<file path="src/design/thed_pkg.sv">
// Shared types and constants of the threshold hit event detector.
// No dependencies; used by every RTL file of the block.
package thed_pkg;

  localparam int unsigned SAMPLE_BITS   = 16;
  localparam int unsigned WINDOW_BITS   = 24;
  localparam int unsigned POS_BITS      = 48;
  localparam int unsigned CFG_IDX_BITS  = 8;
  localparam int unsigned CFG_DATA_BITS = 48;
  // Result queue depth; must be a power of two and at least 2.
  localparam int unsigned OUTQ_DEPTH    = 4;

  localparam logic [WINDOW_BITS-1:0] WINDOW_RESET = 24'd1000;

  // Configuration register indexes.
  typedef enum logic [CFG_IDX_BITS-1:0] {
    REG_THRESHOLD = 8'd0,
    REG_HOLD      = 8'd1,
    REG_DEAD      = 8'd2,
    REG_START     = 8'd3
  } cfg_reg_e;

  typedef struct packed {
    logic signed [SAMPLE_BITS-1:0] threshold;
    logic        [WINDOW_BITS-1:0] hold;
    logic        [WINDOW_BITS-1:0] dead;
  } cfg_t;

  typedef struct packed {
    logic                load;
    logic [POS_BITS-1:0] value;
  } start_load_t;

  typedef struct packed {
    logic [POS_BITS-1:0] event_first;
    logic [POS_BITS-1:0] event_stop;
    logic                by_flush;
    logic                last;
  } result_t;

  // Up to two results written into the queue in one cycle, packed from slot 0.
  typedef struct packed {
    logic [1:0]       count;
    result_t [1:0]    res;
  } push_t;

endpackage

</file>
<file path="src/design/thed_stream_if.sv">
// Valid/ready channel interfaces for the sample input and the event output.
// Depends on thed_pkg for field widths.
interface thed_in_if;
  logic                                    valid;
  logic                                    ready;
  logic signed [thed_pkg::SAMPLE_BITS-1:0] sample;
  logic                                    block_end;

  modport source (output valid, sample, block_end, input ready);
  modport sink   (input valid, sample, block_end, output ready);
endinterface

interface thed_out_if;
  logic                            valid;
  logic                            ready;
  logic [thed_pkg::POS_BITS-1:0]   event_first;
  logic [thed_pkg::POS_BITS-1:0]   event_stop;
  logic                            by_flush;
  logic                            last;

  modport source (output valid, event_first, event_stop, by_flush, last, input ready);
  modport sink   (input valid, event_first, event_stop, by_flush, last, output ready);
endinterface

</file>
<file path="src/design/thed_regs.sv">
// Configuration register file: threshold, hold and dead windows, start index load.
// Depends on thed_pkg.
module thed_regs (
  input  logic                                clk_i,
  input  logic                                rst_ni,
  input  logic                                cfg_we_i,
  input  logic [thed_pkg::CFG_IDX_BITS-1:0]   cfg_idx_i,
  input  logic [thed_pkg::CFG_DATA_BITS-1:0]  cfg_data_i,
  output thed_pkg::cfg_t                      cfg_o,
  output thed_pkg::start_load_t               start_o
);

  thed_pkg::cfg_t cfg_q, cfg_d;

  // Register decode. A start index write is passed on as a one-cycle load.
  always_comb begin
    cfg_d         = cfg_q;
    start_o.load  = 1'b0;
    start_o.value = cfg_data_i[thed_pkg::POS_BITS-1:0];
    if (cfg_we_i) begin
      unique case (cfg_idx_i)
        thed_pkg::REG_THRESHOLD: cfg_d.threshold = signed'(cfg_data_i[15:0]);
        thed_pkg::REG_HOLD:      cfg_d.hold      = cfg_data_i[thed_pkg::WINDOW_BITS-1:0];
        thed_pkg::REG_DEAD:      cfg_d.dead      = cfg_data_i[thed_pkg::WINDOW_BITS-1:0];
        thed_pkg::REG_START:     start_o.load    = 1'b1;
        default: ;
      endcase
    end
  end

  always_ff @(posedge clk_i or negedge rst_ni) begin
    if (!rst_ni) begin
      cfg_q.threshold <= '0;
      cfg_q.hold      <= thed_pkg::WINDOW_RESET;
      cfg_q.dead      <= thed_pkg::WINDOW_RESET;
    end else begin
      cfg_q <= cfg_d;
    end
  end

  assign cfg_o = cfg_q;

endmodule

</file>
<file path="src/design/thed_core.sv">
// Input register and event evaluation: crossing test, hold/dead windows, expiry check.
// Depends on thed_pkg; feeds thed_outq with up to two results per item.
module thed_core #(
  parameter int unsigned IndexBits = 48
) (
  input  logic                                  clk_i,
  input  logic                                  rst_ni,
  input  thed_pkg::cfg_t                        cfg_i,
  input  thed_pkg::start_load_t                 start_i,
  input  logic                                  in_valid_i,
  output logic                                  in_ready_o,
  input  logic signed [thed_pkg::SAMPLE_BITS-1:0] in_sample_i,
  input  logic                                  in_block_end_i,
  input  logic                                  space_i,
  output thed_pkg::push_t                       push_o
);

  localparam int unsigned PosBits = thed_pkg::POS_BITS;
  localparam int unsigned WinBits = thed_pkg::WINDOW_BITS;
  localparam logic [IndexBits-1:0] IdxOne = IndexBits'(1);

  // Input stage.
  logic                                  in_valid_q;
  logic signed [thed_pkg::SAMPLE_BITS-1:0] sample_q;
  logic                                  block_end_q;

  // Event state.
  logic [IndexBits-1:0] idx_q;
  logic                 in_event_q;
  logic [IndexBits-1:0] open_first_q;
  logic [IndexBits-1:0] open_stop_q;

  logic                 advance;
  logic [IndexBits-1:0] nxt;
  logic [IndexBits-1:0] gap;
  logic [IndexBits-1:0] gap_next;
  logic [IndexBits-1:0] hold_ext;
  logic [WinBits:0]     window_sum;
  logic [IndexBits-1:0] window;
  logic                 crossing;
  logic                 hit_extend;
  logic                 hit_restart;
  logic                 hit_open;
  logic                 stop_upd;
  logic                 in_event_mid;
  logic                 emit_flush;
  logic [IndexBits-1:0] first_new;
  logic [IndexBits-1:0] stop_new;
  thed_pkg::result_t    cross_res;
  thed_pkg::result_t    flush_res;

  // The stage moves on only when the queue can take two results.
  assign advance    = in_valid_q && space_i;
  assign in_ready_o = !in_valid_q || space_i;

  // Distance from the last crossing, modulo the index width.
  assign nxt        = idx_q + IdxOne;
  assign gap        = idx_q - open_stop_q + IdxOne;
  assign hold_ext   = IndexBits'(cfg_i.hold);
  assign window_sum = {1'b0, cfg_i.hold} + {1'b0, cfg_i.dead};
  assign window     = IndexBits'(window_sum);

  // Crossing classification.
  assign crossing    = sample_q > cfg_i.threshold;
  assign hit_extend  = crossing && in_event_q && (gap < hold_ext);
  assign hit_restart = crossing && in_event_q && (gap >= window);
  assign hit_open    = crossing && !in_event_q;
  assign stop_upd    = hit_extend || hit_restart || hit_open;

  assign first_new    = (hit_restart || hit_open) ? idx_q : open_first_q;
  assign stop_new     = stop_upd ? nxt : open_stop_q;
  assign in_event_mid = in_event_q || crossing;

  // Expiry is tested at the following index: one past a fresh crossing, else gap + 1.
  assign gap_next   = stop_upd ? IdxOne : gap + IdxOne;
  assign emit_flush = block_end_q && in_event_mid && (gap_next >= window);

  // Result slots, crossing result first.
  always_comb begin
    cross_res.event_first = PosBits'(open_first_q);
    cross_res.event_stop  = PosBits'(open_stop_q);
    cross_res.by_flush    = 1'b0;
    cross_res.last        = !emit_flush;
    flush_res.event_first = PosBits'(first_new);
    flush_res.event_stop  = PosBits'(stop_new);
    flush_res.by_flush    = 1'b1;
    flush_res.last        = 1'b1;

    push_o.count  = 2'd0;
    if (advance) begin
      push_o.count = {hit_restart && emit_flush, hit_restart ^ emit_flush};
    end
    push_o.res[0] = hit_restart ? cross_res : flush_res;
    push_o.res[1] = flush_res;
  end

  // Input stage control.
  always_ff @(posedge clk_i or negedge rst_ni) begin
    if (!rst_ni) begin
      in_valid_q <= 1'b0;
    end else if (in_ready_o) begin
      in_valid_q <= in_valid_i;
    end
  end

  // Input stage payload.
  always_ff @(posedge clk_i) begin
    if (in_valid_i && in_ready_o) begin
      sample_q    <= in_sample_i;
      block_end_q <= in_block_end_i;
    end
  end

  // Event state update; a start index write loads the running index.
  always_ff @(posedge clk_i or negedge rst_ni) begin
    if (!rst_ni) begin
      idx_q        <= '0;
      in_event_q   <= 1'b0;
      open_first_q <= '0;
      open_stop_q  <= '0;
    end else begin
      if (start_i.load) begin
        idx_q <= IndexBits'(start_i.value);
      end else if (advance) begin
        idx_q <= nxt;
      end
      if (advance) begin
        open_first_q <= first_new;
        open_stop_q  <= stop_new;
        in_event_q   <= in_event_mid && !emit_flush;
      end
    end
  end

endmodule

</file>
<file path="src/design/thed_outq.sv">
// Result queue: takes up to two results a cycle, hands out one per handshake.
// Depends on thed_pkg.
module thed_outq (
  input  logic              clk_i,
  input  logic              rst_ni,
  input  thed_pkg::push_t   push_i,
  output logic              space_o,
  output logic              out_valid_o,
  input  logic              out_ready_i,
  output thed_pkg::result_t out_data_o
);

  localparam int unsigned Depth   = thed_pkg::OUTQ_DEPTH;
  localparam int unsigned PtrBits = $clog2(Depth);
  localparam int unsigned CntBits = $clog2(Depth + 1);

  thed_pkg::result_t    mem_q [Depth];
  logic [PtrBits-1:0]   wr_ptr_q;
  logic [PtrBits-1:0]   rd_ptr_q;
  logic [CntBits-1:0]   count_q;
  logic                 pop;

  assign out_valid_o = count_q != '0;
  assign pop         = out_valid_o && out_ready_i;
  assign out_data_o  = mem_q[rd_ptr_q];
  // Room for a full pair of results, judged on the registered fill level.
  assign space_o     = count_q <= CntBits'(Depth - 2);

  always_ff @(posedge clk_i or negedge rst_ni) begin
    if (!rst_ni) begin
      wr_ptr_q <= '0;
      rd_ptr_q <= '0;
      count_q  <= '0;
    end else begin
      wr_ptr_q <= wr_ptr_q + PtrBits'(push_i.count);
      rd_ptr_q <= rd_ptr_q + PtrBits'(pop);
      count_q  <= count_q + CntBits'(push_i.count) - CntBits'(pop);
    end
  end

  // Storage writes; slot 1 is used only when two results arrive together.
  always_ff @(posedge clk_i) begin
    if (push_i.count != 2'd0) begin
      mem_q[wr_ptr_q] <= push_i.res[0];
    end
    if (push_i.count == 2'd2) begin
      mem_q[wr_ptr_q + PtrBits'(1)] <= push_i.res[1];
    end
  end

endmodule

</file>
<file path="src/design/threshold_hit_event_detector.sv">
// Threshold hit event detector: groups above-threshold samples into events.
// Depends on thed_pkg, thed_stream_if, thed_regs, thed_core and thed_outq.
//
// Usage:
//   in_i carries one signed sample and a block_end flag per item. out_o carries
//   one event per item (first index, stop index, by_flush, last); a sample can
//   cause zero, one or two events, and last marks the final one of a sample.
//   The configuration port writes threshold, hold time, dead time and the start
//   index; writing the start index loads the running sample index at once.
//   An event passes through the input register and the result queue before it
//   is offered on out_o; the sample waits while the queue holds over two events.
//   Throughput: one sample per cycle while the queue has room for two events,
//   set by the single evaluation stage between the input register and the
//   result queue; the output port moves one event per cycle unless stalled.
//   When the receiver stalls, events wait in a four-entry queue; once it holds
//   more than two events the registered sample waits and the input stops.
//   Reset clears the queue and the open event, sets the index to zero, the
//   threshold to zero and both windows to 1000 samples.
module threshold_hit_event_detector #(
  parameter int unsigned IndexBits = 48
) (
  input  logic                                clk_i,
  input  logic                                rst_ni,
  input  logic                                cfg_we_i,
  input  logic [thed_pkg::CFG_IDX_BITS-1:0]   cfg_idx_i,
  input  logic [thed_pkg::CFG_DATA_BITS-1:0]  cfg_data_i,
  thed_in_if.sink                             in_i,
  thed_out_if.source                          out_o
);

  thed_pkg::cfg_t        cfg;
  thed_pkg::start_load_t start_load;
  thed_pkg::push_t       push;
  thed_pkg::result_t     out_data;
  logic                  space;
  logic                  in_ready;
  logic                  out_valid;

  thed_regs u_regs (
    .clk_i      (clk_i),
    .rst_ni     (rst_ni),
    .cfg_we_i   (cfg_we_i),
    .cfg_idx_i  (cfg_idx_i),
    .cfg_data_i (cfg_data_i),
    .cfg_o      (cfg),
    .start_o    (start_load)
  );

  thed_core #(
    .IndexBits (IndexBits)
  ) u_core (
    .clk_i          (clk_i),
    .rst_ni         (rst_ni),
    .cfg_i          (cfg),
    .start_i        (start_load),
    .in_valid_i     (in_i.valid),
    .in_ready_o     (in_ready),
    .in_sample_i    (in_i.sample),
    .in_block_end_i (in_i.block_end),
    .space_i        (space),
    .push_o         (push)
  );

  thed_outq u_outq (
    .clk_i       (clk_i),
    .rst_ni      (rst_ni),
    .push_i      (push),
    .space_o     (space),
    .out_valid_o (out_valid),
    .out_ready_i (out_o.ready),
    .out_data_o  (out_data)
  );

  // Channel wiring.
  assign in_i.ready        = in_ready;
  assign out_o.valid       = out_valid;
  assign out_o.event_first = out_data.event_first;
  assign out_o.event_stop  = out_data.event_stop;
  assign out_o.by_flush    = out_data.by_flush;
  assign out_o.last        = out_data.last;

endmodule

</file>
<file path="src/flat_wrapper.sv">
// flat-port wrapper written by rule: the top's interface ports become plain ports
module threshold_hit_event_detector_flat 
#(
  parameter int unsigned IndexBits = 48
)
  (clk_i, rst_ni, cfg_we_i, cfg_idx_i, cfg_data_i, in_i_valid, in_i_sample, in_i_block_end, in_i_ready, out_o_valid, out_o_event_first, out_o_event_stop, out_o_by_flush, out_o_last, out_o_ready);
  thed_in_if in_i_i ();
  thed_out_if out_o_i ();
  input  logic clk_i;
  input  logic rst_ni;
  input  logic cfg_we_i;
  input  logic [thed_pkg::CFG_IDX_BITS-1:0] cfg_idx_i;
  input  logic [thed_pkg::CFG_DATA_BITS-1:0] cfg_data_i;
  input wire logic [$bits(in_i_i.valid)-1:0] in_i_valid;
  input wire logic [$bits(in_i_i.sample)-1:0] in_i_sample;
  input wire logic [$bits(in_i_i.block_end)-1:0] in_i_block_end;
  output wire logic [$bits(in_i_i.ready)-1:0] in_i_ready;
  output wire logic [$bits(out_o_i.valid)-1:0] out_o_valid;
  output wire logic [$bits(out_o_i.event_first)-1:0] out_o_event_first;
  output wire logic [$bits(out_o_i.event_stop)-1:0] out_o_event_stop;
  output wire logic [$bits(out_o_i.by_flush)-1:0] out_o_by_flush;
  output wire logic [$bits(out_o_i.last)-1:0] out_o_last;
  input wire logic [$bits(out_o_i.ready)-1:0] out_o_ready;
  assign in_i_i.valid = in_i_valid;
  assign in_i_i.sample = in_i_sample;
  assign in_i_i.block_end = in_i_block_end;
  assign in_i_ready = in_i_i.ready;
  assign out_o_valid = out_o_i.valid;
  assign out_o_event_first = out_o_i.event_first;
  assign out_o_event_stop = out_o_i.event_stop;
  assign out_o_by_flush = out_o_i.by_flush;
  assign out_o_last = out_o_i.last;
  assign out_o_i.ready = out_o_ready;
  threshold_hit_event_detector #(.IndexBits(IndexBits)) u_core (.clk_i(clk_i), .rst_ni(rst_ni), .cfg_we_i(cfg_we_i), .cfg_idx_i(cfg_idx_i), .cfg_data_i(cfg_data_i), .in_i(in_i_i), .out_o(out_o_i));
endmodule
</file>
<file path="config.mk">
export PLATFORM = sky130hd
export DESIGN_NAME = threshold_hit_event_detector_flat
export DESIGN_NICKNAME = d
export VERILOG_FILES = /design/src/design/thed_pkg.sv /design/src/design/thed_stream_if.sv /design/src/design/thed_regs.sv /design/src/design/thed_core.sv /design/src/design/thed_outq.sv /design/src/design/threshold_hit_event_detector.sv /design/src/flat_wrapper.sv
export SDC_FILE = /design/constraint.sdc
export NUM_CORES = 1
export LEC_CHECK = 0
export BUFFER_PORTS_ARGS = -buffer_cell sky130_fd_sc_hd__buf_2
export CAP_MARGIN = 10
export CORE_MARGIN = 2
export CORE_UTILIZATION = 50
export DETAILED_ROUTE_END_ITERATION = 7
export GPL_TIMING_DRIVEN = 1
export PLACE_DENSITY_LB_ADDON = 0.08
export SYNTH_ARGS = -nofsm -noshare
export SYNTH_HDL_FRONTEND = slang
export SYNTH_HIERARCHICAL = 1
export SYNTH_SLANG_ARGS = --single-unit
</file>
<file path="constraint.sdc">
create_clock -name clk_i -period 28.7 [get_ports clk_i]
set_clock_uncertainty 0.15 [all_clocks]
set_input_delay 0 -clock clk_i [delete_from_list [all_inputs] [get_ports clk_i]]
set_output_delay 0 -clock clk_i [all_outputs]
set_load 0.005 [all_outputs]
</file>
==> parameters.txt <==
Parameter                              Value

Run status
  Run status ... finished, final reports clean

Route
  DRT Pass-1 Iters ... 5
  Wirelength per Cell ... 25.0 um
  Final routed DRC violation total ... 0
  Number of vias per cell ... 6.02
  Number of vias after detailed routing ... 27648
  Overall routed net length ... 115 mm
  Final ANT Viol Nets ... 0
  First DRT Iteration DRCs ... 1856

Power and ir drop
  Leakage power of the design ... 18.8 nW
  IR Drop Worst-Case VDD ... 0.0570 mV
  Power Dens Cells ... 118 nW/um^2
  Switching part of the total power ... 42.1%
  P_int ... 3.11 mW
  Clock power share ... 18.2%
  Post-layout total power ... 5.37 mW
  Part of the total power dissipated in combinational logic ... 55.5%
  Total net switching power ... 2.26 mW
  Fraction of power consumed by sequential logic ... 26.3%

Clock tree
  Clk Latency, worst-skew pair ... 0.65 ns
  Number of buffers on the longest clock path ... 3
  TritonCTS clock tree ... done
  H-Tree Depth ... 3
  Clock sinks ... 626
  Clock buffers created by TritonCTS ... 74
  Clock-pin transition on the worst setup and hold timing paths ... 0.06 ns
  Root Buffer ... clkbuf_16

Timing
  Setup repair after global routing missed its margin ... false
  Min Tclk post-route ... 12.77 ns
  Final-report max-slew violation count ... 0
  Endpoints failing hold ... 0
  Worst slew margin relative to its limit ... 23.0%
  Upper clock frequency limit ... 0.0783 GHz
  Final count of negative-setup-slack endpoints ... 0
  Actual slew at the worst max-slew pin ... 1.15 ns
  Setup Total Neg Slack ... 0 ns
  Final Cycle Share ... 44.5%

Logic synthesis
  Post-synth EDFFs ... 409
  Post-synthesis area per instance ... 12.3 um^2
  Library cell occupying the most area in the post-synthesis netlist ... edfxtp_1
  Share of the yosys chip area belonging to registers ... 43.5%
  Synth cell types ... 107
  Count of state elements after synthesis ... 626
  Area share of the leading cell type in the synthesized netlist ... 30.2%
  Share of flip-flops with an asynchronous set or reset after synthesis ... 34.7%
  Total of warnings raised by yosys ... 6
  Cell area after synthesis ... 40700 um^2
  Gate count of the mapped netlist ... 3315
  Synth top area cells ... edfxtp_1, mux2_2, dfrtp_1
  Most common flop cell mapped by yosys ... edfxtp_1

GRT
  Pin count of the biggest net entering global routing ... 82
  Total Routing Usage GR ... 27.5%
  Global-route congestion overflow total ... 0
  Vias in the first global route ... 28971
  Met3 usage in global routing ... 3.02%
  Global routing met2 resource utilization ... 49.1%
  First-pass GRT wire length ... 175 mm
  Global route hottest layer ... met2
  Met1 capacity usage during global routing ... 35.3%
  Antenna violations before repair ... 4

Final layout
  Commonest non-fill, non-tap cell in the layout ... mux2_2
  Share of cells above drive strength 1 ... 32.3%
  Area delta synth->final ... 11.8%
  Number of inserted filler cells in the final layout ... 6659
  # nets final ... 3763
  Leading cell types in the layout, fill and taps excluded ... mux2_2, edfxtp_1, ha_1

Worst setup path
  Cell occurring most often along the worst timing path ... a21o_1
  Worst setup path class ... flip-flop to flip-flop
  Crit Reg-Reg Startpoint ... u_core/u_core/idx_q[1]$_DFFE_PN0P_
  Type of element capturing the critical path ... flip-flop
  Critical path launch point type ... flip-flop
  Launching instance or port of the critical path ... u_core/u_core/idx_q[1]$_DFFE_PN0P_
  Crit path required time ... 28.92 ns
  Critical path peak fanout ... 56
  Largest incremental delay on the critical path ... 0.95 ns
  Critical path data arrival time ... 12.99 ns
  Crit path max-delay cell type ... buf_4

Placed design
  HPWL after detailed placement ... 77.3 mm
  Routability Congestion ... 0.921
  PortBufs ... 177

Worst hold path
  Hold/Removal Path Class ... primary input to flip-flop
  Start point of the worst min-delay path ... cfg_data_i[30]

Floorplan
  Vertical die dimension ... 289 um
  Starting utilization of the core area ... 50.6%
  Horizontal extent of the die ... 289 um
  Cell row count ... 104
  Placeable core area ... 80500 um^2
  IO Pins ... 178
  Area of the die ... 83700 um^2

Run
  Max-capacitance violation count ... 0
[final timing paths]
| kind | to | slack (ns) | cells after the start |
|---|---|---|---|
| setup / recovery | u_core/u_outq/mem_q[1][28]$_DFFE_PP_ | 15.93 | 45 |
| hold reg to reg | u_core/u_regs/cfg_o[49]$_DFFE_PN0P_ | 0.36 | 1 |
| setup reg to reg | u_core/u_outq/mem_q[1][28]$_DFFE_PP_ | 15.93 | 45 |
| min in group asynchronous | u_core/u_regs/cfg_o[31]$_DFFE_PN1P_ | 0.37 | 3 |
| max in group asynchronous | u_core/u_outq/rd_ptr_q[1]$_DFF_PN0_ | 27.19 | 4 |
| hold / removal | u_core/u_core/idx_q[30]$_DFFE_PN0P_ | 0.04 | 4 |
[Yosys cell counts, types with 59 or more instances]
cell / count
mux2_2: 595
edfxtp_1: 409
ha_1: 212
dfrtp_1: 205
nand2_1: 171
nor2_1: 149
inv_1: 135
a21oi_1: 128
o21ai_0: 117
mux4_2: 98
xnor2_1: 93
clkbuf_1: 77
a21o_1: 75
xor2_1: 70
buf_2: 68
buf_4: 65
nand3_1: 59
[sequential cells by signal, indices dropped and copies added, names as in the netlist, 3 cells and up]
register and count:
u_core/u_outq/mem_q 392, u_core/u_regs/cfg_o 64, u_core/u_core/idx_q 48, u_core/u_core/open_first_q 48
u_core/u_core/open_stop_q 48, u_core/u_core/sample_q 16, u_core/u_outq/count_q 3
[logic make-up after synthesis]
family,synth area share [%]
buffers and inverters,4.62
adders and majority gates,6.66
DFF,43.5
other,0.00921
xor gates and xnor gates,3.64
and+or+nand+nor,8.35
muxes,25.4
AOI/OAI and AO/OA,7.83
[power by group through the flow]
| stage | sequential, mW | clock, mW | combinational [mW] |
|---|---|---|---|
| 6_report | 1.41 | 0.978 | 2.98 |
| 3_5_place_dp | 1.43 | 0 | 2.95 |
| 4_1_cts | 1.41 | 0.997 | 2.99 |
| 2_1_floorplan | 1.38 | 0 | 2.18 |
| 5_1_grt | 1.44 | 1.03 | 3.27 |
| 3_3_place_gp | 1.42 | 0 | 2.91 |
[area by class of cell]
type / instances / area (um^2) / area share (%)
Multi-Input combinational cell: 2315 / 21200 / 46.5
Sequential cell: 626 / 17700 / 39.0
Timing Repair Buffer: 317 / 2240 / 4.92
Clock buffer: 99 / 2010 / 4.41
Tap cell: 1060 / 1330 / 2.91
Clock inverter: 39 / 528 / 1.16
Inverter: 136 / 510 / 1.12
Antenna cell: 1 / 2.50 / 0.00550
[metrics by stage]
| step | instances | instance area (um^2) | utilization [%] | hold slack, ns | setup slack, ns |
|---|---|---|---|---|---|
| floorplan | 3316 | 40700 | - | -0.446 | 8.63 |
| global placement | 4344 | 41900 | 52.0 | -0.153 | 16.20 |
| detailed placement | 4344 | 41900 | 52.0 | -0.144 | 16.09 |
| CTS | 4592 | 45500 | 56.5 | 0.0139 | 16.02 |
| global route | 4592 | 45500 | 56.5 | 0.0596 | 15.12 |
| finish | 4593 | 45500 | 56.5 | 0.0386 | 15.93 |
[critical path, delay by kind of cell (launching register included)]
| family | cells | cell delay (ns) |
|---|---|---|
| flip-flops | 1 | 0.46 |
| AND/OR/NAND/NOR | 11 | 3.02 |
| XOR/XNOR | 1 | 0.42 |
| AO/OA/AOI/OAI | 21 | 4.14 |
| multiplexers | 1 | 0.43 |
| adder cells (fa/ha/maj) | 6 | 1.88 |
| buffers and inverters | 5 | 1.90 |
[routing by layer]
| layer | wire length (um) | up-vias |
|---|---|---|
| li1 | - | 12733 |
| met1 | 48800 | 14018 |
| met2 | 58400 | 734 |
| met3 | 4890 | 159 |
| met4 | 2910 | 4 |
| met5 | 14 | - |
[repair_timing]
item                                   4_1_cts  5_1_grt
buffers inserted                             0        0
gates resized for setup                      0        0
endpoints found under the hold margin      348        0
hold buffers                               110        0
(Power assumes the default switching activity.)
